### src/sv/fwq_ram.sv
// generic single write, single read ram with registered read data
// no dependencies
`default_nettype none

module fwq_ram #(
  parameter int WIDTH = 8,
  parameter int DEPTH = 16
) (
  input  wire logic                                  clk,
  input  wire logic                                  we,
  input  wire logic [((DEPTH > 1) ? $clog2(DEPTH) : 1)-1:0] waddr,
  input  wire logic [WIDTH-1:0]                      wdata,
  input  wire logic                                  re,
  input  wire logic [((DEPTH > 1) ? $clog2(DEPTH) : 1)-1:0] raddr,
  output logic      [WIDTH-1:0]                      rdata_r
);

  logic [WIDTH-1:0] mem [DEPTH];

  always_ff @(posedge clk) begin
    if (we) begin
      mem[waddr] <= wdata;
    end
    if (re) begin
      rdata_r <= mem[raddr];
    end
  end

endmodule

`default_nettype wire

### config.mk
export PLATFORM = sky130hd
export DESIGN_NAME = fwq_ram
export DESIGN_NICKNAME = d
export VERILOG_FILES = /design/src/sv/fwq_ram.sv
export SDC_FILE = /design/constraint.sdc
export NUM_CORES = 1
export LEC_CHECK = 0
export BUFFER_PORTS_ARGS = -buffer_cell sky130_fd_sc_hd__buf_2
export CAP_MARGIN = 20
export CORE_UTILIZATION = 33
export DETAILED_ROUTE_END_ITERATION = 10
export PLACE_DENSITY = 0.46
export RECOVER_POWER = 50
export SLEW_MARGIN = 15
export SYNTH_ARGS = -nofsm -noshare
export SYNTH_HDL_FRONTEND = slang
export SYNTH_SLANG_ARGS = --single-unit
### constraint.sdc
create_clock -name clk -period 3.9 [get_ports clk]
set_clock_uncertainty 0.1 [all_clocks]
set_input_delay 0.39 -clock clk [delete_from_list [all_inputs] [get_ports clk]]
set_output_delay 0.39 -clock clk [all_outputs]
set_load 0.01 [all_outputs]
After elaboration in Yosys (flattened, before gate mapping) --
Memory sizes are Yosys's and may differ from the RTL's. A register that Yosys moved wholly into a read port is not among the register bits. Index checks and enable logic that the tools add are counted.
Word-level totals: memory bits (read-only) 0, output and inout port bits 8, bits in latches 0, bits in writable memories 128, logic and storage cells 3, memories 1, bits in registers 0
Cells by class: bitwise logic cells 0, order comparisons 0, multiply operators 0, equal/unequal tests 0, multiplexer cells 2, reductions and logical operators 0, div/mod/pow operators 0, shifts and indexed selects 0, add/sub/neg operators 0
Memories:
- mem | words 16, width 8, rd ports 1, clocked after Yosys merged registers in 1, write ports 1, line 18 | logic [WIDTH-1:0] mem [DEPTH];
Operators with widths (number):
- two-way mux 1 bit | 2

Longest topological paths before layout --
depth after elaboration 2, depth in mapped cells 5, mapped depth without buffers 3

Worst setup path before layout --
No wires, ideal clock.
kind input to register, start point input waddr[2] (netlist bit), end point memory mem[0][0], enable pin, arrival time 1500 ps, path slack 1917 ps, stages 2, data required time 3417 ps, library setup time 383 ps, path through or3b_2 -> nor3_1
RTL lines:
- start: declaration | line 11 | input wire logic [((DEPTH > 1) ? $clog2(DEPTH) : 1)-1:0] waddr,
- end: declaration | line 18
No word-level cell before the write port.

==> impl_metrics.json <==
{
  "place_area_sq_um": 5570,
  "numClockSinks": 136,
  "io_pins": 27,
  "yosysTopAreaCell": "edfxtp_1",
  "grt_pass1_vias": 2513,
  "rows": 45,
  "htreeDepth": 4,
  "cp.required_ns": 3.93,
  "insertedDiodeCount": 0,
  "fin_crit_ns": 1.97,
  "antenna_found_initial": 0,
  "worst-endpoint-arrival_ns": 2.00,
  "max_slew_margin": 0.321,
  "place_congestion": 0.683,
  "startpoint_type": "input pin",
  "syn_avg_cell_area_sq_um": 22.8,
  "tritoncts": "built",
  "post_drt_wl_per_cell_um": 21.4,
  "synth_fp_nets": 248,
  "finalSetupViolCount": 0,
  "ys_types": 18,
  "fin_util": 0.400,
  "path_max_fanout": 32,
  "cp_cell_sequence": "buf_2 -> buf_4 -> mux4_1 -> a22oi_1 -> nand2_1",
  "num_vias": 2322,
  "power.density_nw_per_um2": 540,
  "gr-total-overflow": 0,
  "status": "completed",
  "drt_iter0_drc": 145,
  "use_met3": 0.0351,
  "reg2reg_depth": 3,
  "ys_seq_area_frac": 0.781,
  "rsz0062_at_grt": "no",
  "fin_setup_tns_ns": 0,
  "nets": 287,
  "hold_class": "in2reg",
  "holdWs_ns": 0.379,
  "routed_wl_mm": 10.5,
  "cp-end-kind": "flop",
  "hold_depth": 2,
  "finalHoldViolCount": 0,
  "r2r_setup_slack_ns": 2.28,
  "max_freq_mhz": 508,
  "place_ws_ns": 1.45,
  "r2r_start": "mem[1][5]",
  "critPathSlowestCell": "mux4_1",
  "syn_inst": 229,
  "cts_inserted_buffers": 17,
  "syn_to_final_growth_pct": 17.0,
  "dp.cells": 460,
  "clkSlewWorstSetupHoldPaths_ns": 0.06,
  "clock_latency_ns": 0.40,
  "synth_area_leaders": "edfxtp_1 (78%), mux4_2 (7.8%), mux4_1 (7.0%)",
  "cap_violations": 0,
  "port_buffers": 26,
  "die_width_um": 128,
  "drive_above_1_share": 0.242,
  "drt-vias-per-instance": 4.72,
  "ir_drop_mv": 0.303,
  "criticalPathCategory": "in2reg",
  "finalPower_mw": 3.31,
  "grtUsageMet1": 0.196,
  "cts_resized": 0,
  "cts_buffer_depth": 2,
  "start_util": 0.341,
  "yosysWarnings": 0,
  "timing.rr.end": "rdata_r[5]",
  "gr-usage-all-layers": 0.142,
  "cts_setup_buffers": 0,
  "synth_seq_cells": 136,
  "clock-root-buffer": "clkbuf_16",
  "core_sq_um": 15300,
  "synth_top_area_frac": 0.781,
  "worstHoldEndpoint": "mem[4][0]",
  "detailed_place_hpwl_mm": 6.40,
  "detail-route-antenna-nets": 0,
  "synth_area_sq_um": 5230,
  "p_leak_nw": 1.95,
  "cpPeakStageDelay_ns": 0.63,
  "setup_slack_ns": 1.93,
  "firstDrtPassIters": 4,
  "period_share": 0.504,
  "worst_pin_slew_ns": 1.01,
  "grt.busiest_layer": "met2",
  "grt_max_degree": 33,
  "finish.instance_area_sq_um": 6120,
  "slew_viol_final": 0,
  "die_y_um": 128,
  "holdBufCountCts": 0,
  "die-area_sq_um": 16300,
  "grt_pass1_wl_mm": 15.8,
  "fin_cells": 492,
  "fillers": 1421,
  "grtUsageMet2": 0.216,
  "drc": 0,
  "hold_start": "waddr[1]"
}
## state kept, by name (all words and copies together), names as in the netlist
name / cells
mem: 128
rdata_r: 8
## layout by cell type, fill, tap and decap left out, drive strengths merged
cell type / n
nand2: 9
clkinvlp: 7
and2: 1
nand3b: 2
nor2b: 1
nand2b: 2
or3b: 1
and2b: 1
clkinv: 4
nor2: 13
mux4: 32
nor3: 4
clkbuf: 30
buf: 19
a22oi: 16
bufinv: 2
nand3: 1
edfxtp: 136
## cells by family (layout without fill, tap and decap cells)
logic type / Yosys count / after routing / synth area share
flops: 136 / 136 / 0.781
simple gates: 35 / 35 / 0.0314
mux: 32 / 32 / 0.148
compound gates: 16 / 16 / 0.0230
buf+inv: 10 / 62 / 0.0165
## how the worst max path moves through the flow
stage               startpoint          to
floorplan             waddr[2]   mem[0][0]
global placement      raddr[0]  rdata_r[5]
detailed placement    raddr[0]  rdata_r[5]
CTS                   raddr[0]  rdata_r[5]
global route          raddr[0]  rdata_r[5]
finish                raddr[0]  rdata_r[5]
## cell usage after synthesis
master,count
edfxtp_1,136
mux4_2,18
a22oi_1,16
mux4_1,14
nor2_1,13
nand2_1,9
nor3_1,4
buf_2,3
buf_6,3
clkdlybuf4s25_2,3
nand2b_1,2
nand3b_1,2
and2_1,1
and2b_1,1
buf_4,1
nand3_1,1
nor2b_1,1
or3b_2,1
## worst max-delay path, delay by kind of cell
family | cells | cell delay (ns)
multiplexers | 1 | 0.63
buffers and inverters | 2 | 0.57
AO/OA/AOI/OAI | 1 | 0.25
AND/OR/NAND/NOR | 1 | 0.14
## metal layers
| metal | share of wire | vias up |
|---|---|---|
| li1 | - | 1057 |
| met1 | 0.46 | 1214 |
| met2 | 0.48 | 49 |
| met3 | 0.048 | 2 |
| met4 | 0.0060 | 0 |
| met5 | 0 | - |
## final cells by class
cell class / count / area, sq um / share of cell area
sequential: 136 / 4080 / 0.667
clock inverter: 13 / 131 / 0.0215
clock buffer: 19 / 433 / 0.0708
timing repair buffer: 30 / 144 / 0.0235
multi-input combinational: 83 / 1060 / 0.174
tap: 211 / 264 / 0.0431
## report_power, final
part	switching [mW]	internal, mW	leakage (nW)	total (mW)
combinational	0.0878	0.0560	0.463	0.144
sequential	0.00771	1.65	1.24	1.66
clock	0.574	0.933	0.254	1.51
Power figures use the tool's default switching activity.
