===== config.mk =====
export PLATFORM = sky130hd
export DESIGN_NAME = fwq_mul
export DESIGN_NICKNAME = d
export VERILOG_FILES = /design/src/sv/fwq_mul.sv
export SDC_FILE = /design/constraint.sdc
export NUM_CORES = 2
export LEC_CHECK = 0
export CORE_MARGIN = 5
export CORE_UTILIZATION = 55
export CTS_BUF_LIST = sky130_fd_sc_hd__clkbuf_16
export CTS_CLUSTER_SIZE = 10
export DETAILED_ROUTE_END_ITERATION = 12
export DONT_BUFFER_PORTS = 1
export PLACE_DENSITY_LB_ADDON = 0.08
export SYNTH_ARGS = -nofsm -noshare
export SYNTH_HDL_FRONTEND = slang
export SYNTH_SLANG_ARGS = --single-unit

===== constraint.sdc =====
create_clock -name clk -period 8.75 [get_ports clk]
set_input_delay 0 -clock clk [delete_from_list [all_inputs] [get_ports clk]]
set_output_delay 0 -clock clk [all_outputs]
set_load 0.02 [all_outputs]

===== src/sv/fwq_mul.sv =====
// shared 32 by 32 multiplier with registered product for the bucket hash
// no dependencies
`default_nettype none

module fwq_mul (
  input  wire logic        clk,
  input  wire logic [31:0] a,
  input  wire logic [31:0] b,
  output logic      [63:0] p_r
);

  always_ff @(posedge clk) begin
    p_r <= 64'(a) * 64'(b);
  end

endmodule

`default_nettype wire


* Word level (Yosys, flattened, before mapping)
Cells that the tools add are included.
** Cells by class
- Add/subtract/negate cells :: 0
- $mul :: 1
- Divide/modulo/power cells :: 0
- Magnitude comparators :: 0
- Eq/ne operators :: 0
- Shift-type cells :: 0
- Muxes and demuxes :: 0
- Bitwise operators :: 0
- Reductions and logical operators :: 0
** Operator list (number)
- $mul 32x32->64 :: 1
** Word-level totals
- Bits in registers :: 64
- Latch bits :: 0
- RAM bits :: 0
- ROM bits :: 0
- Input port bits :: 65
- Output and inout port bits :: 64
- Word-level logic and storage cells :: 2
- Memories :: 0

* Logic depth before layout (Yosys ltp)
- Depth in word-level cells :: 1
- Gate-level depth with buffers :: 29
- Mapped depth without buffers :: 27

* Least setup slack after synthesis
Ideal clock, no wire load.
- Path type :: input to register
- From :: input port a[25]
- To :: register p_r[62]
- Library setup time :: 0.072 ns
- Arrival time :: 6.681 ns
- Data required time :: 8.678 ns
- Path slack :: 1.997 ns
- Stages on the path :: 25
- Path buffers :: 2
- Path through :: clkbuf_1 nand2_1 fa_1 inv_1 fa_1 inv_1 fa_1 inv_1 fa_1 fa_1 fa_1 fa_1 inv_1 fa_1 inv_1 ha_1 buf_2 nand4_1 or4_1 or3_1 a31oi_1 a31o_2 a211oi_1 o21ai_1 xor2_1
** Between the ends
- Cells in the longest elaborated chain, start to end :: 1
** RTL lines
- start: declaration :: RTL line 7 : input wire logic [31:0] a,
- $mul 32x32->64 :: RTL line 13 : p_r <= 64'(a) * 64'(b);
- end signal: assignment :: RTL line 13
- end: declaration :: RTL line 9 : output logic [63:0] p_r
Every way passes these cells.

* Worst setup path in the final report
- From :: input port a[10]
- To :: register p_r[62]
Same word-level chain as after synthesis.

==> impl_metrics.sql <==
INSERT INTO impl_metrics (metric_group, metric, value, unit) VALUES
('clocking', 'ctsResizeCount', '0', ''),
('global_routing', 'pin_count_of_the_biggest_net_entering_global_routing', '33', ''),
('synthesis', 'ys_ff_latch', '64', ''),
('critical_path', 'critPathRequiredTime', '9.02', 'ns'),
('global_routing', 'grt_antenna_before_repair', '1', ''),
('critical_path', 'cp-endpoint', 'p_r[62]', ''),
('global_routing', 'globalRoute.totalOverflow', '0', ''),
('synthesis', 'synth_cells', '3748', ''),
('global_routing', 'via_count_of_the_first_global_routing_pass', '28200', ''),
('synthesis', 'syn_avg_cell_area', '9.25', 'µm²'),
('timing', 'max_freq', '0.140', 'GHz'),
('timing', 'whs', '0.0660', 'ns'),
('final_layout', 'finish.net_count', '4768', ''),
('critical_path', 'critical_path.max_fanout', '32', ''),
('timing', 'maxSlewViolCount', '0', ''),
('clocking', 'post_cts_setup_buffer_count', '0', ''),
('synthesis', 'dominant_combinational_cell_family_by_area_after_synthesis', 'adder cells', ''),
('synthesis', 'synthDominantAreaCellType', 'sky130_fd_sc_hd__fa_1', ''),
('synthesis', 'synth_xor_area_frac', '0.0152', ''),
('timing', 'rsz0062_at_grt', 'false', ''),
('placed_design', 'post_dp_cell_area', '34900', 'µm²'),
('final_layout', 'reg_top3', 'p_r: 64 flops', ''),
('final_layout', 'fraction_of_layout_cells_with_a_size_suffix_above_1', '0.00930', ''),
('critical_path', 'nature_of_the_critical_path_endpoint', 'flip-flop', ''),
('critical_path', 'start_kind', 'primary input', ''),
('floorplanning', 'floorplan.die_area', '68200', 'µm²'),
('synthesis', 'post_synth_main_area_contributors', 'sky130_fd_sc_hd__fa_1 (52%), sky130_fd_sc_hd__and2_1 (11%), sky130_fd_sc_hd__ha_1 (9.5%)', ''),
('synthesis', 'synth_top_cell_area_share', '0.517', ''),
('drt', 'post-route-drc-count', '0', ''),
('run_status', 'run_status', 'finished clean', ''),
('timing', 'final-hold-violation-count', '0', ''),
('synthesis', 'number_of_nets_in_the_synthesized_netlist', '4972', ''),
('clocking', 'cts.reportedPaths.clkPinSlew', '0.06', 'ns'),
('drt', 'antenna_left', '0', ''),
('synthesis', 'post_synth_and_or_nand_nor_area_fraction', '0.176', ''),
('global_routing', 'groute.usage.overall', '0.311', ''),
('min_path', 'hold_class', 'in2reg', ''),
('drt', 'wl', '102', 'mm'),
('synthesis', 'synthDistinctLibCells', '57', ''),
('clocking', 'cts_hold_repair.buffers', '5', ''),
('placed_design', 'dpl.hpwl', '77.3', 'mm'),
('floorplanning', 'floorplan.die.width', '261', 'µm'),
('floorplanning', 'die_height', '261', 'µm'),
('final_layout', 'stdcell_count', '4398', ''),
('global_routing', 'wire_length_of_the_first_global_routing_pass', '162', 'mm'),
('floorplanning', 'core.rowCount', '92', ''),
('timing', 'slew-limit-headroom', '0.526', ''),
('placed_design', 'io_buffer_count', '0', ''),
('clocking', 'cts.path.max_buffers', '2', ''),
('critical_path', 'endpoint_arrival_time_on_the_critical_path', '7.39', 'ns'),
('clocking', 'cts_buffers', '9', ''),
('drt', 'via_density_per_instance', '5.62', ''),
('final_layout', 'finish.instance_area', '35300', 'µm²'),
('synthesis', 'share_of_the_yosys_chip_area_belonging_to_registers', '0.0369', ''),
('clocking', 'master_cell_of_the_clock_root_buffer', 'sky130_fd_sc_hd__clkbuf_16', ''),
('synthesis', 'syn_area', '34700', 'µm²'),
('synthesis', 'primary_flip_flop_cell_chosen_by_synthesis_mapping', 'sky130_fd_sc_hd__dfxtp_1', ''),
('job', 'maxCapViolCount', '0', ''),
('floorplanning', 'effective_utilization_at_floorplan', '0.553', ''),
('drt', 'initialDrtViolationCount', '1426', ''),
('synthesis', 'synth_edf_count', '0', ''),
('synthesis', 'ys.warnings.count', '0', ''),
('placed_design', 'gp_congestion', '0.903', ''),
('drt', 'wl_per_cell', '23.2', 'µm'),
('clocking', 'cts_num_sinks', '64', ''),
('synthesis', 'synth.cells.most_frequent', 'sky130_fd_sc_hd__fa_1 (896), sky130_fd_sc_hd__inv_1 (865), sky130_fd_sc_hd__and2_1 (602), sky130_fd_sc_hd__nand2_1 (480), sky130_fd_sc_hd__ha_1 (263)', ''),
('synthesis', 'ys_async_sr_fraction', '0', ''),
('synthesis', 'adder_and_majority_cell_fraction_of_the_synthesized_area', '0.612', ''),
('critical_path', 'timing.setup.critical_path_class', 'in2reg', ''),
('synthesis', 'synth.most_common_cell', 'sky130_fd_sc_hd__fa_1', ''),
('timing', 'timing.final.crit_period', '7.12', 'ns');
## cell type report
type,count,area [µm²]
Antenna cell,3,7.51
Clock buffer,9,225
Clock inverter,7,78.8
Fill cell,5696,27500
Inverter,865,3250
Multi-Input combinational cell,2599,29300
Sequential cell,64,1280
Tap cell,846,1060
Timing Repair Buffer,5,50.0
## critical path, cell delays in order
cell and delay (ns):
sky130_fd_sc_hd__and2_1 0.17, sky130_fd_sc_hd__fa_1 0.54, sky130_fd_sc_hd__inv_1 0.06, sky130_fd_sc_hd__fa_1 0.53
sky130_fd_sc_hd__inv_1 0.05, sky130_fd_sc_hd__fa_1 0.49, sky130_fd_sc_hd__inv_1 0.05, sky130_fd_sc_hd__fa_1 0.53
sky130_fd_sc_hd__inv_1 0.05, sky130_fd_sc_hd__fa_1 0.50, sky130_fd_sc_hd__fa_1 0.44, sky130_fd_sc_hd__fa_1 0.54
sky130_fd_sc_hd__fa_1 0.43, sky130_fd_sc_hd__ha_1 0.53, sky130_fd_sc_hd__nand4_1 0.19, sky130_fd_sc_hd__or4_1 0.57
sky130_fd_sc_hd__or3_1 0.37, sky130_fd_sc_hd__a31oi_1 0.54, sky130_fd_sc_hd__a31o_2 0.31, sky130_fd_sc_hd__a211oi_1 0.13
sky130_fd_sc_hd__o21ai_1 0.18, sky130_fd_sc_hd__xor2_1 0.17
## stage by stage
stage | worst slack, ns | util
floorplan | 2.00 | -
global placement | 1.60 | 0.556
detailed placement | 1.35 | 0.556
CTS | 1.71 | 0.562
global route | 1.42 | 0.562
finish | 1.63 | 0.562
## routing by layer
layer	wire length [µm]	track usage	up-vias
li1	-	-	10400
met2	52000	0.546	963
met3	6100	0.0462	288
met1	37700	0.382	13000
met5	0	0	-
met4	6030	0.138	0
## how the worst min path moves through the flow
| stage | cells after the start | endpoint | slack, ns | startpoint |
|---|---|---|---|---|
| CTS | 3 | p_r[2] | 0.05 | b[0] |
| floorplan | 1 | p_r[0] | 0.13 | b[0] |
| global route | 3 | p_r[2] | 0.06 | b[0] |
| finish | 3 | p_r[2] | 0.07 | b[0] |
| detailed placement | 1 | p_r[0] | 0.15 | b[0] |
| global placement | 1 | p_r[0] | 0.14 | b[0] |
## kinds of logic (layout without fill, tap and decap cells)
group | count (synthesis) | count (layout)
buffers and inverters | 1085 | 886
XOR/XNOR | 60 | 60
other | 0 | 3
flip-flops | 64 | 64
AO/OA/AOI/OAI | 202 | 202
multiplexers | 1 | 1
adder cells (fa/ha/maj) | 1159 | 1159
AND/OR/NAND/NOR | 1177 | 1177
## cells in the final DEF, fill, tap and decap left out, types with 9 or more instances in the layout
master and instances:
sky130_fd_sc_hd__dfxtp_1 64, sky130_fd_sc_hd__clkbuf_16 9, sky130_fd_sc_hd__fa_1 896, sky130_fd_sc_hd__o21bai_1 10, sky130_fd_sc_hd__xor2_1 25, sky130_fd_sc_hd__o21a_1 9, sky130_fd_sc_hd__xnor2_1 35, sky130_fd_sc_hd__and3_1 14
sky130_fd_sc_hd__inv_1 865, sky130_fd_sc_hd__nand4_1 23, sky130_fd_sc_hd__a31oi_1 12, sky130_fd_sc_hd__a21oi_1 63, sky130_fd_sc_hd__nand3_1 10, sky130_fd_sc_hd__nand2_1 480, sky130_fd_sc_hd__a21o_1 40, sky130_fd_sc_hd__ha_1 263
sky130_fd_sc_hd__o21ai_0 21, sky130_fd_sc_hd__and2_1 602, sky130_fd_sc_hd__nor2_1 20
Power is not shown: default switching activity piles up to over one toggle a cycle in this logic, so the estimate is an artifact.
